<file path="src/hdl/cfr_pkg.sv">
// shared types and constants for the command frame receiver
`default_nettype none

package cfr_pkg;

   localparam int BYTE_W = 8;
   // payload index and frame length width, enough for lengths up to 15
   localparam int LEN_W = 4;
   // csr register index width
   localparam int CSR_IDX_W = 2;

   // frame lengths that carry an update
   localparam logic [LEN_W-1:0] LED_FRAME_LEN = 4'd4;
   localparam logic [LEN_W-1:0] FAN_FRAME_LEN = 4'd1;
   // only the first four payload bytes are ever acted on
   localparam int KEEP_BYTES = 4;
   localparam int KEEP_IDX_W = 2;

   // csr register indexes
   localparam logic [CSR_IDX_W-1:0] CSR_HEADER_VALUE = 2'd0;
   localparam logic [CSR_IDX_W-1:0] CSR_LED_CODE     = 2'd1;
   localparam logic [CSR_IDX_W-1:0] CSR_FAN_CODE     = 2'd2;

   // csr reset values
   localparam logic [BYTE_W-1:0] HEADER_VALUE_RST = 8'hAA;
   localparam logic [BYTE_W-1:0] LED_CODE_RST     = 8'h04;
   localparam logic [BYTE_W-1:0] FAN_CODE_RST     = 8'h02;

   // update kind carried on rsp_tuser
   localparam logic KIND_LED = 1'b0;
   localparam logic KIND_FAN = 1'b1;

   typedef enum logic [2:0] {
      PH_HEADER  = 3'd0,
      PH_LENGTH  = 3'd1,
      PH_COMMAND = 3'd2,
      PH_PAYLOAD = 3'd3,
      PH_CRC_LO  = 3'd4,
      PH_CRC_HI  = 3'd5
   } parse_phase_type;

endpackage

`default_nettype wire

</file>
<file path="src/hdl/command_frame_receiver_core.sv">
// command frame receiver: parses length-prefixed frames and emits actuator updates
//
//   channel | ports            | direction | contents
//   --------+------------------+-----------+----------------------------------------
//   req     | req_t*           | in        | one uart receive event per word
//   rsp     | rsp_t*           | out       | full actuator state after an update
//   csr     | csr_we/index/..  | in        | header value, led and fan command codes
//
// one req word is taken every cycle while req_tready is high; its parser step runs
// in the same cycle and a resulting update lands in the rsp output register in the
// following cycle; req_tready drops only while the output register holds a word that
// rsp_tready does not take; a word that causes no update passes without an output slot
// reset is synchronous and returns the parser to header search, clears the
// actuator levels and restores the csr defaults
`default_nettype none

module command_frame_receiver_core #(
   parameter int MAX_PAYLOAD = 10
) (
   input  wire                                 clock,
   input  wire                                 reset,
   // receive events
   input  wire                                 req_tvalid,
   output logic                                req_tready,
   input  wire  [cfr_pkg::BYTE_W-1:0]          req_tdata,  // [7:0] rx_byte
   input  wire  [1:0]                          req_tuser,  // [0] overrun, [1] byte_valid
   // actuator updates
   output logic                                rsp_tvalid,
   input  wire                                 rsp_tready,
   output logic [5*cfr_pkg::BYTE_W-1:0]        rsp_tdata,  // [7:0] led_red, [15:8] led_green,
                                                           // [23:16] led_blue,
                                                           // [31:24] led_brightness,
                                                           // [39:32] fan_speed
   output logic                                rsp_tuser,  // [0] update_kind
   // configuration
   input  wire                                 csr_we,
   input  wire  [cfr_pkg::CSR_IDX_W-1:0]       csr_index,
   input  wire  [cfr_pkg::BYTE_W-1:0]          csr_wdata
);

   localparam int BW = cfr_pkg::BYTE_W;
   localparam int LW = cfr_pkg::LEN_W;

   // configuration registers
   logic [BW-1:0] header_value_ff;
   logic [BW-1:0] led_code_ff;
   logic [BW-1:0] fan_code_ff;

   // parser state
   cfr_pkg::parse_phase_type phase_ff, phase_in;
   logic [LW-1:0] frame_len_ff, frame_len_in;
   logic [BW-1:0] frame_cmd_ff, frame_cmd_in;
   logic [LW-1:0] pay_idx_ff, pay_idx_in;
   logic [BW-1:0] pay_store_ff [cfr_pkg::KEEP_BYTES];
   logic          pay_we;

   // actuator levels
   logic [BW-1:0] red_ff, red_in;
   logic [BW-1:0] green_ff, green_in;
   logic [BW-1:0] blue_ff, blue_in;
   logic [BW-1:0] bright_ff, bright_in;
   logic [BW-1:0] fan_ff, fan_in;

   // output register
   logic            rsp_valid_ff, rsp_valid_in;
   logic [5*BW-1:0] rsp_data_ff;
   logic            rsp_kind_ff;
   logic            emit;
   logic            emit_kind;

   logic            accept;
   logic            overrun;
   logic            byte_valid;
   logic [BW-1:0]   rx_byte;
   logic [LW-1:0]   idx_next;

   assign overrun    = req_tuser[0];
   assign byte_valid = req_tuser[1];
   assign rx_byte    = req_tdata;

   // take a word unless a finished update is stuck in the output register
   assign req_tready = !rsp_valid_ff || rsp_tready;
   assign accept     = req_tvalid && req_tready;

   assign rsp_tvalid = rsp_valid_ff;
   assign rsp_tdata  = rsp_data_ff;
   assign rsp_tuser  = rsp_kind_ff;

   assign idx_next = pay_idx_ff + LW'(1);

   // csr writes
   always_ff @(posedge clock) begin
      if (reset) begin
         header_value_ff <= cfr_pkg::HEADER_VALUE_RST;
         led_code_ff     <= cfr_pkg::LED_CODE_RST;
         fan_code_ff     <= cfr_pkg::FAN_CODE_RST;
      end else if (csr_we) begin
         unique case (csr_index)
            cfr_pkg::CSR_HEADER_VALUE: header_value_ff <= csr_wdata;
            cfr_pkg::CSR_LED_CODE:     led_code_ff     <= csr_wdata;
            cfr_pkg::CSR_FAN_CODE:     fan_code_ff     <= csr_wdata;
            default: ;  // writes past the register list are dropped
         endcase
      end
   end

   // parser step for one word
   always_comb begin
      cfr_pkg::parse_phase_type ph;
      ph           = phase_ff;
      phase_in     = phase_ff;
      frame_len_in = frame_len_ff;
      frame_cmd_in = frame_cmd_ff;
      pay_idx_in   = pay_idx_ff;
      pay_we       = 1'b0;
      red_in       = red_ff;
      green_in     = green_ff;
      blue_in      = blue_ff;
      bright_in    = bright_ff;
      fan_in       = fan_ff;
      emit         = 1'b0;
      emit_kind    = cfr_pkg::KIND_LED;

      if (accept) begin
         // an overrun restarts header search before the byte is looked at
         if (overrun) begin
            ph       = cfr_pkg::PH_HEADER;
            phase_in = cfr_pkg::PH_HEADER;
         end
         if (byte_valid) begin
            unique case (ph)
               cfr_pkg::PH_HEADER: begin
                  if (rx_byte == header_value_ff) begin
                     phase_in = cfr_pkg::PH_LENGTH;
                  end
               end
               cfr_pkg::PH_LENGTH: begin
                  // zero or oversized length drops the frame
                  if (rx_byte == '0 || rx_byte > BW'(MAX_PAYLOAD)) begin
                     phase_in = cfr_pkg::PH_HEADER;
                  end else begin
                     frame_len_in = rx_byte[LW-1:0];
                     phase_in     = cfr_pkg::PH_COMMAND;
                  end
               end
               cfr_pkg::PH_COMMAND: begin
                  frame_cmd_in = rx_byte;
                  pay_idx_in   = '0;
                  phase_in     = cfr_pkg::PH_PAYLOAD;
               end
               cfr_pkg::PH_PAYLOAD: begin
                  // bytes past the fourth are never acted on, so not kept
                  pay_we     = pay_idx_ff < LW'(cfr_pkg::KEEP_BYTES);
                  pay_idx_in = idx_next;
                  if (idx_next >= frame_len_ff) begin
                     phase_in = cfr_pkg::PH_CRC_LO;
                  end
               end
               cfr_pkg::PH_CRC_LO: begin
                  phase_in = cfr_pkg::PH_CRC_HI;
               end
               cfr_pkg::PH_CRC_HI: begin
                  phase_in = cfr_pkg::PH_HEADER;
                  // led update wins when both codes match the command
                  if (frame_cmd_ff == led_code_ff &&
                      frame_len_ff == cfr_pkg::LED_FRAME_LEN) begin
                     red_in    = pay_store_ff[0];
                     green_in  = pay_store_ff[1];
                     blue_in   = pay_store_ff[2];
                     bright_in = pay_store_ff[3];
                     emit      = 1'b1;
                     emit_kind = cfr_pkg::KIND_LED;
                  end else if (frame_cmd_ff == fan_code_ff &&
                               frame_len_ff == cfr_pkg::FAN_FRAME_LEN) begin
                     fan_in    = pay_store_ff[0];
                     emit      = 1'b1;
                     emit_kind = cfr_pkg::KIND_FAN;
                  end
               end
               default: begin
                  // unused phase codes fall back to header search
                  phase_in = cfr_pkg::PH_HEADER;
               end
            endcase
         end
      end

      // output register: load on an update, clear once taken
      if (emit) begin
         rsp_valid_in = 1'b1;
      end else if (rsp_tready) begin
         rsp_valid_in = 1'b0;
      end else begin
         rsp_valid_in = rsp_valid_ff;
      end
   end

   // control state
   always_ff @(posedge clock) begin
      if (reset) begin
         phase_ff     <= cfr_pkg::PH_HEADER;
         frame_len_ff <= '0;
         frame_cmd_ff <= '0;
         pay_idx_ff   <= '0;
         red_ff       <= '0;
         green_ff     <= '0;
         blue_ff      <= '0;
         bright_ff    <= '0;
         fan_ff       <= '0;
         rsp_valid_ff <= 1'b0;
      end else begin
         phase_ff     <= phase_in;
         frame_len_ff <= frame_len_in;
         frame_cmd_ff <= frame_cmd_in;
         pay_idx_ff   <= pay_idx_in;
         red_ff       <= red_in;
         green_ff     <= green_in;
         blue_ff      <= blue_in;
         bright_ff    <= bright_in;
         fan_ff       <= fan_in;
         rsp_valid_ff <= rsp_valid_in;
      end
   end

   // payload bytes and output word, no reset needed
   always_ff @(posedge clock) begin
      if (pay_we) begin
         pay_store_ff[pay_idx_ff[cfr_pkg::KEEP_IDX_W-1:0]] <= rx_byte;
      end
      if (emit) begin
         rsp_data_ff <= {fan_in, bright_in, blue_in, green_in, red_in};
         rsp_kind_ff <= emit_kind;
      end
   end

endmodule

`default_nettype wire

</file>
<file path="config.mk">
export PLATFORM = sky130hd
export DESIGN_NAME = command_frame_receiver_core
export DESIGN_NICKNAME = d
export VERILOG_FILES = /design/src/hdl/cfr_pkg.sv /design/src/hdl/command_frame_receiver_core.sv
export SDC_FILE = /design/constraint.sdc
export NUM_CORES = 1
export LEC_CHECK = 0
export ABC_AREA = 1
export BUFFER_PORTS_ARGS = -buffer_cell sky130_fd_sc_hd__buf_2
export CAP_MARGIN = 10
export CORE_MARGIN = 2
export CORE_UTILIZATION = 30
export CTS_BUF_LIST = sky130_fd_sc_hd__clkbuf_16
export DETAILED_ROUTE_END_ITERATION = 6
export GPL_TIMING_DRIVEN = 0
export PLACE_DENSITY = 0.47
export SYNTH_ARGS = -nofsm -noshare
export SYNTH_HDL_FRONTEND = slang
export SYNTH_SLANG_ARGS = --single-unit
export TNS_END_PERCENT = 1
</file>
<file path="constraint.sdc">
create_clock -name clock -period 8.6 [get_ports clock]
set_clock_uncertainty 0.15 [all_clocks]
set_input_delay 1.72 -clock clock [delete_from_list [all_inputs] [get_ports clock]]
set_output_delay 1.72 -clock clock [all_outputs]
set_load 0.01 [all_outputs]
</file>
==> After elaboration in Yosys (flattened, before gate mapping) <==
Memories as Yosys holds them, arrays and structs flattened.
Cells that the tools add are included.
{ "word_totals": {"mem_count": 1, "mem_bits_ro": 0, "mem_bits_rw": 32, "latchBits": 0, "reg_bits": 125} }
{ "classes": {"magnitude_cmp": 3, "mux": 41, "shift": 0, "n_reduce_logical": 18, "n_eq_ne": 12, "multipliers": 0, "n_bitwise": 4, "n_div": 0, "n_addsub": 1} }
{ "memory_table": {"columns": ["name", "words", "word_bits", "read_ports", "rd_ports_with_merged_regs", "wr", "line", "text"], "rows": [
  ["pay_store_ff", 4, 8, 4, 0, 1, "command_frame_receiver_core.sv:54", "logic [BW-1:0] pay_store_ff [cfr_pkg::KEEP_BYTES];"]
]} }
{ "op_table": {"columns": ["cell", "n"], "rows": [
  ["8-bit two-way mux", 21],
  ["8-bit == test", 3],
  ["3-bit two-way mux", 5],
  ["3-bit one-hot mux with 5 select lines", 1],
  ["1-bit two-way mux", 12],
  ["8-bit by 4-bit greater-than comparator with 1-bit output, second input constant", 1],
  ["8-bit logical NOT", 1],
  ["4-bit one-hot mux with 2 select lines", 1],
  ["3-bit by 2-bit == test with 1-bit output, second input constant", 2],
  ["3-bit == test, second input constant", 2],
  ["2-bit AND reduction", 3],
  ["3-bit AND reduction", 2],
  ["4-bit by 1-bit adder with 4-bit output, second input constant", 1],
  ["4-bit by 1-bit == test with 1-bit output, second input constant", 1],
  ["4-bit by 3-bit == test with 1-bit output, second input constant", 1],
  ["4-bit greater-or-equal comparator", 1],
  ["4-bit by 3-bit less-than comparator with 1-bit output, second input constant", 1],
  ["1-bit NOT", 4],
  ["4-bit AND reduction", 1],
  ["2-bit nonzero test", 2],
  ["4-bit OR reduction", 1],
  ["3-bit by 1-bit == test with 1-bit output, second input constant", 1],
  ["1-bit logical AND", 3],
  ["3-bit logical NOT", 1],
  ["other kinds (6)", 7]
]} }

==> Depth between registers and ports, before layout <==
{ "logic_depth": {"word_depth": 10, "ltp_mapped": 12} }

==> Worst setup path after synthesis <==
No wires, ideal clock.
{ "synth_path": {"path_kind": "input to register", "start": "in rsp_tready", "end": "reg rsp_data_ff[0] (netlist: rsp_tdata[0]) (enable)", "required_time_ns": 8.051, "stages": 10, "arrival_time_ns": 3.518, "path_slack_ns": 4.533, "path_cell_list": "inv_2 > nand2_4 > nand2_4 > nor2_8 > nand2_2 > nor2_4 > and2b_1 > buf_6 > nand2_4 > nand2_1"} }
{ "synth_via": {"elab_chain_len": 3} }
{ "synth_rtl": {"columns": ["item", "line", "text"], "rows": [
  ["from (decl)", "command_frame_receiver_core.sv:29", "input wire rsp_tready,"],
  ["1-bit logical OR", "command_frame_receiver_core.sv:82", "assign req_tready = !rsp_valid_ff || rsp_tready;"],
  ["named net req_tready", "command_frame_receiver_core.sv:24", "output logic req_tready,"],
  ["1-bit logical AND", "command_frame_receiver_core.sv:83", "assign accept = req_tvalid && req_tready;"],
  ["1-bit two-way mux", "command_frame_receiver_core.sv:124", "if (accept) begin"],
  ["named net emit", "command_frame_receiver_core.sv:68", "logic emit;"],
  ["to (signal assigned)", "command_frame_receiver_core.sv:231", "rsp_data_ff <= {fan_in, bright_in, blue_in, green_in, red_in};"],
  ["to (decl)", "command_frame_receiver_core.sv:66", "logic [5*BW-1:0] rsp_data_ff;"]
]} }
The timed path passes the listed nets, and every way through them passes these cells.
A chain may end at the register's enable or synchronous reset.

==> Final worst setup path <==
{ "layout_path": {"start": "in rsp_tready", "end": "out req_tready"} }
{ "layout_via": {"elab_chain_len": 1} }
{ "layout_rtl": {"columns": ["item", "line"], "rows": [
  ["1-bit logical OR", "command_frame_receiver_core.sv:82"],
  ["to (decl)", "command_frame_receiver_core.sv:24"]
]} }
Every way passes these cells.

==> results.ini <==
[status]
status=completed

[clocking]
cts_setup_buffers=0
ctsLongestPathBuffers=2
numCtsBuffers=17
hold_buffers=0
cts_tree=yes
htreeDepth=4
insertion_delay_ns=0.42
clock-sinks=157
clk_pin_slew_ns=0.07
clockRootBuffer=clkbuf_16
post_cts_resized=0

[sta]
hold_viol_final=0
rsz0062_at_grt=no
final-max-slew-violation-count=0
relSlewSlack_pct=50.9
fin_crit_sh_pct=45.8
setup_violations=0
fin_crit_ns=3.94
worstMarginPinSlew_ns=0.734
finalSetupTns_ns=0
fmax_mhz=254

[grt]
grt_pass1_vias=4561
grt_pass1_wl_um=25000
grt_overflow=0
grt_max_degree=26
grtUsageTotal_pct=13.8
antenna_found_initial=0

[cells_and_area]
final_cells=1133
seqCellArea_mm2=0.00387
drive_above_1_share_pct=16.5
nNetsFinal=873
diodes=0
fillers=2243
multi_input_area_mm2=0.00212
area_growth_pct=20.0

[yosys]
synth_top_cells_by_area=edfxtp_1, dfxtp_1, nand2_1, inv_1, nor2_1
syn_nets=787
synth_common_cells=nand2_1, inv_1, dfxtp_1, edfxtp_1, nor2_1
synth_cell_type_count=34
synth.most_common_cell=nand2_1
synth_edf_count=73
synth_async_sr_flop_share_pct=0
synth-seq-area-share_pct=58.0
synth.largest_area_cell=edfxtp_1
ys.flop_type=dfxtp_1
syn_area_mm2=0.00668
postSynthRegisterBits=157
synthCells=754
synth_warnings=0
yosys.area.top_type_share_pct=32.8
avgSynthCellArea_um2=8.86

[die]
num_rows=54
die_area_mm2=0.0235
die_h_um=153
pin_count=68
core_area_mm2=0.0218
die_w_um=153
start_util_pct=30.6

[worst_setup_path]
end_kind=output pin
crit_fanout=3
path_cells=buf_2, inv_2, nand2_4, buf_2
cp.arrival_ns=2.07
critPathSlowestCell=buf_2
critPathRequiredTime_ns=6.73
reg2reg_from=phase_ff[0]
critPathLaunchType=input port
max_stage_delay_ns=0.14
cpMostUsedCell=buf_2
crit_type=input port to output pin
crit_family=buffers and inverters
cp_num_buf_inv=3
setup.worst_path.start=rsp_tready

[route]
drc_errors=0
dr.pass1.iters=4
routed_wl_um=15800
num_vias=4899
wl_per_cell_um=14.0
ant_nets=0
drtIter0Drc=215
vias_per_cell=4.32

[run]
cap_violations=0

[placement]
io_buffers=66
placed_cells=1101
gp_congestion=0.814
dp_hpwl_um=11300

[power]
vdd_ir_drop_max_mv=0.147
power_density_mw_per_mm2=208
power_leakage_uw=0.00377

[min_path]
hp-class=flop to flop
min_from=fan_ff[7]

[cell families (layout without fill, tap and decap cells)]
family / after synthesis / count (layout) / synth area share, %
AO/OA/AOI/OAI: 75 / 75 / 5.86
flip-flops: 157 / 157 / 58.0
adder cells (fa/ha/maj): 8 / 8 / 1.50
AND/OR/NAND/NOR: 324 / 324 / 22.7
buffers and inverters: 177 / 276 / 10.3
XOR/XNOR: 13 / 13 / 1.70
[report_power, final]
group	internal [uW]	switching, uW	leakage [uW]
logic	19.2	45.7	0.00210
clock network	492	320	0.000308
registers	784	5.48	0.00136
total	1290	371	0.00377
[flip-flops by register name (all words and copies together) (netlist names), 3 cells and up]
signal	count
rsp_tdata	40
pay_store_ff	32
blue_ff	8
bright_ff	8
fan_code_ff	8
fan_ff	8
frame_cmd_ff	8
green_ff	8
header_value_ff	8
led_code_ff	8
red_ff	8
frame_len_ff	4
pay_idx_ff	4
phase_ff	3
[worst register-to-register path, stage by stage (launching register included)]
cell	delay (ns)
dfxtp_1	0.39
nand2_1	0.14
inv_2	0.10
nand2_1	0.10
nor2_4	0.30
and2b_1	0.19
buf_6	0.16
nand2_4	0.13
nand2_2	0.42
buf_12	0.24
[cell usage in the layout, fill, tap and decap left out, drive strengths merged, types with 2 or more instances in the layout]
master    count
nor3          5
clkinvlp      2
ha            8
or2           2
nand4        39
inv         159
dfxtp        84
clkbuf       29
bufinv        4
nand3        30
o21ai        29
xnor2        13
a21oi        39
buf          79
o211ai        5
edfxtp       73
nor2         78
clkinv        3
nand3b        2
nor3b         4
nand2       161
[final cells by class]
type                    instances  area share (%)
plain buffers                  24            1.39
well taps                     280            4.37
repair buffers                 67            4.37
clock inverters                15            2.61
clock buffers                  17            5.31
multi-input cells             420            26.5
flip-flops and latches        157            48.3
inverters                     153            7.16
[stage by stage]
stage                     hold slack, ns  instance area [um^2]  worst slack [ns]  total power [uW]  utilization [%]
after detailed placement           0.309                  7380              4.41               871             33.8
after CTS                          0.320                  8020              4.65              1690             36.7
after global routing               0.343                  8020              4.63              1720             36.7
after global placement             0.306                  7360              3.61               871             33.7
final                              0.316                  8020              4.66              1670             36.7
after floorplan                    0.292                  6680              4.53               843                -
[layer usage]
metal	share of wire [%]	GRT usage, %	up-vias
met5	0	0	-
met4	1.0	3.84	0
met3	4.2	3.18	13
met2	46	22.4	84
met1	49	18.6	2219
li1	-	-	2583
[final timing paths]
path                        to  slack, ns  depth (start not counted)
hold / removal       fan_ff[7]       0.32                          2
setup reg to reg  rsp_tdata[9]       5.95                          9
hold reg to reg      fan_ff[7]       0.32                          2
setup / recovery    req_tready       4.66                          4
Note: power is estimated with default switching activity, not from simulation.
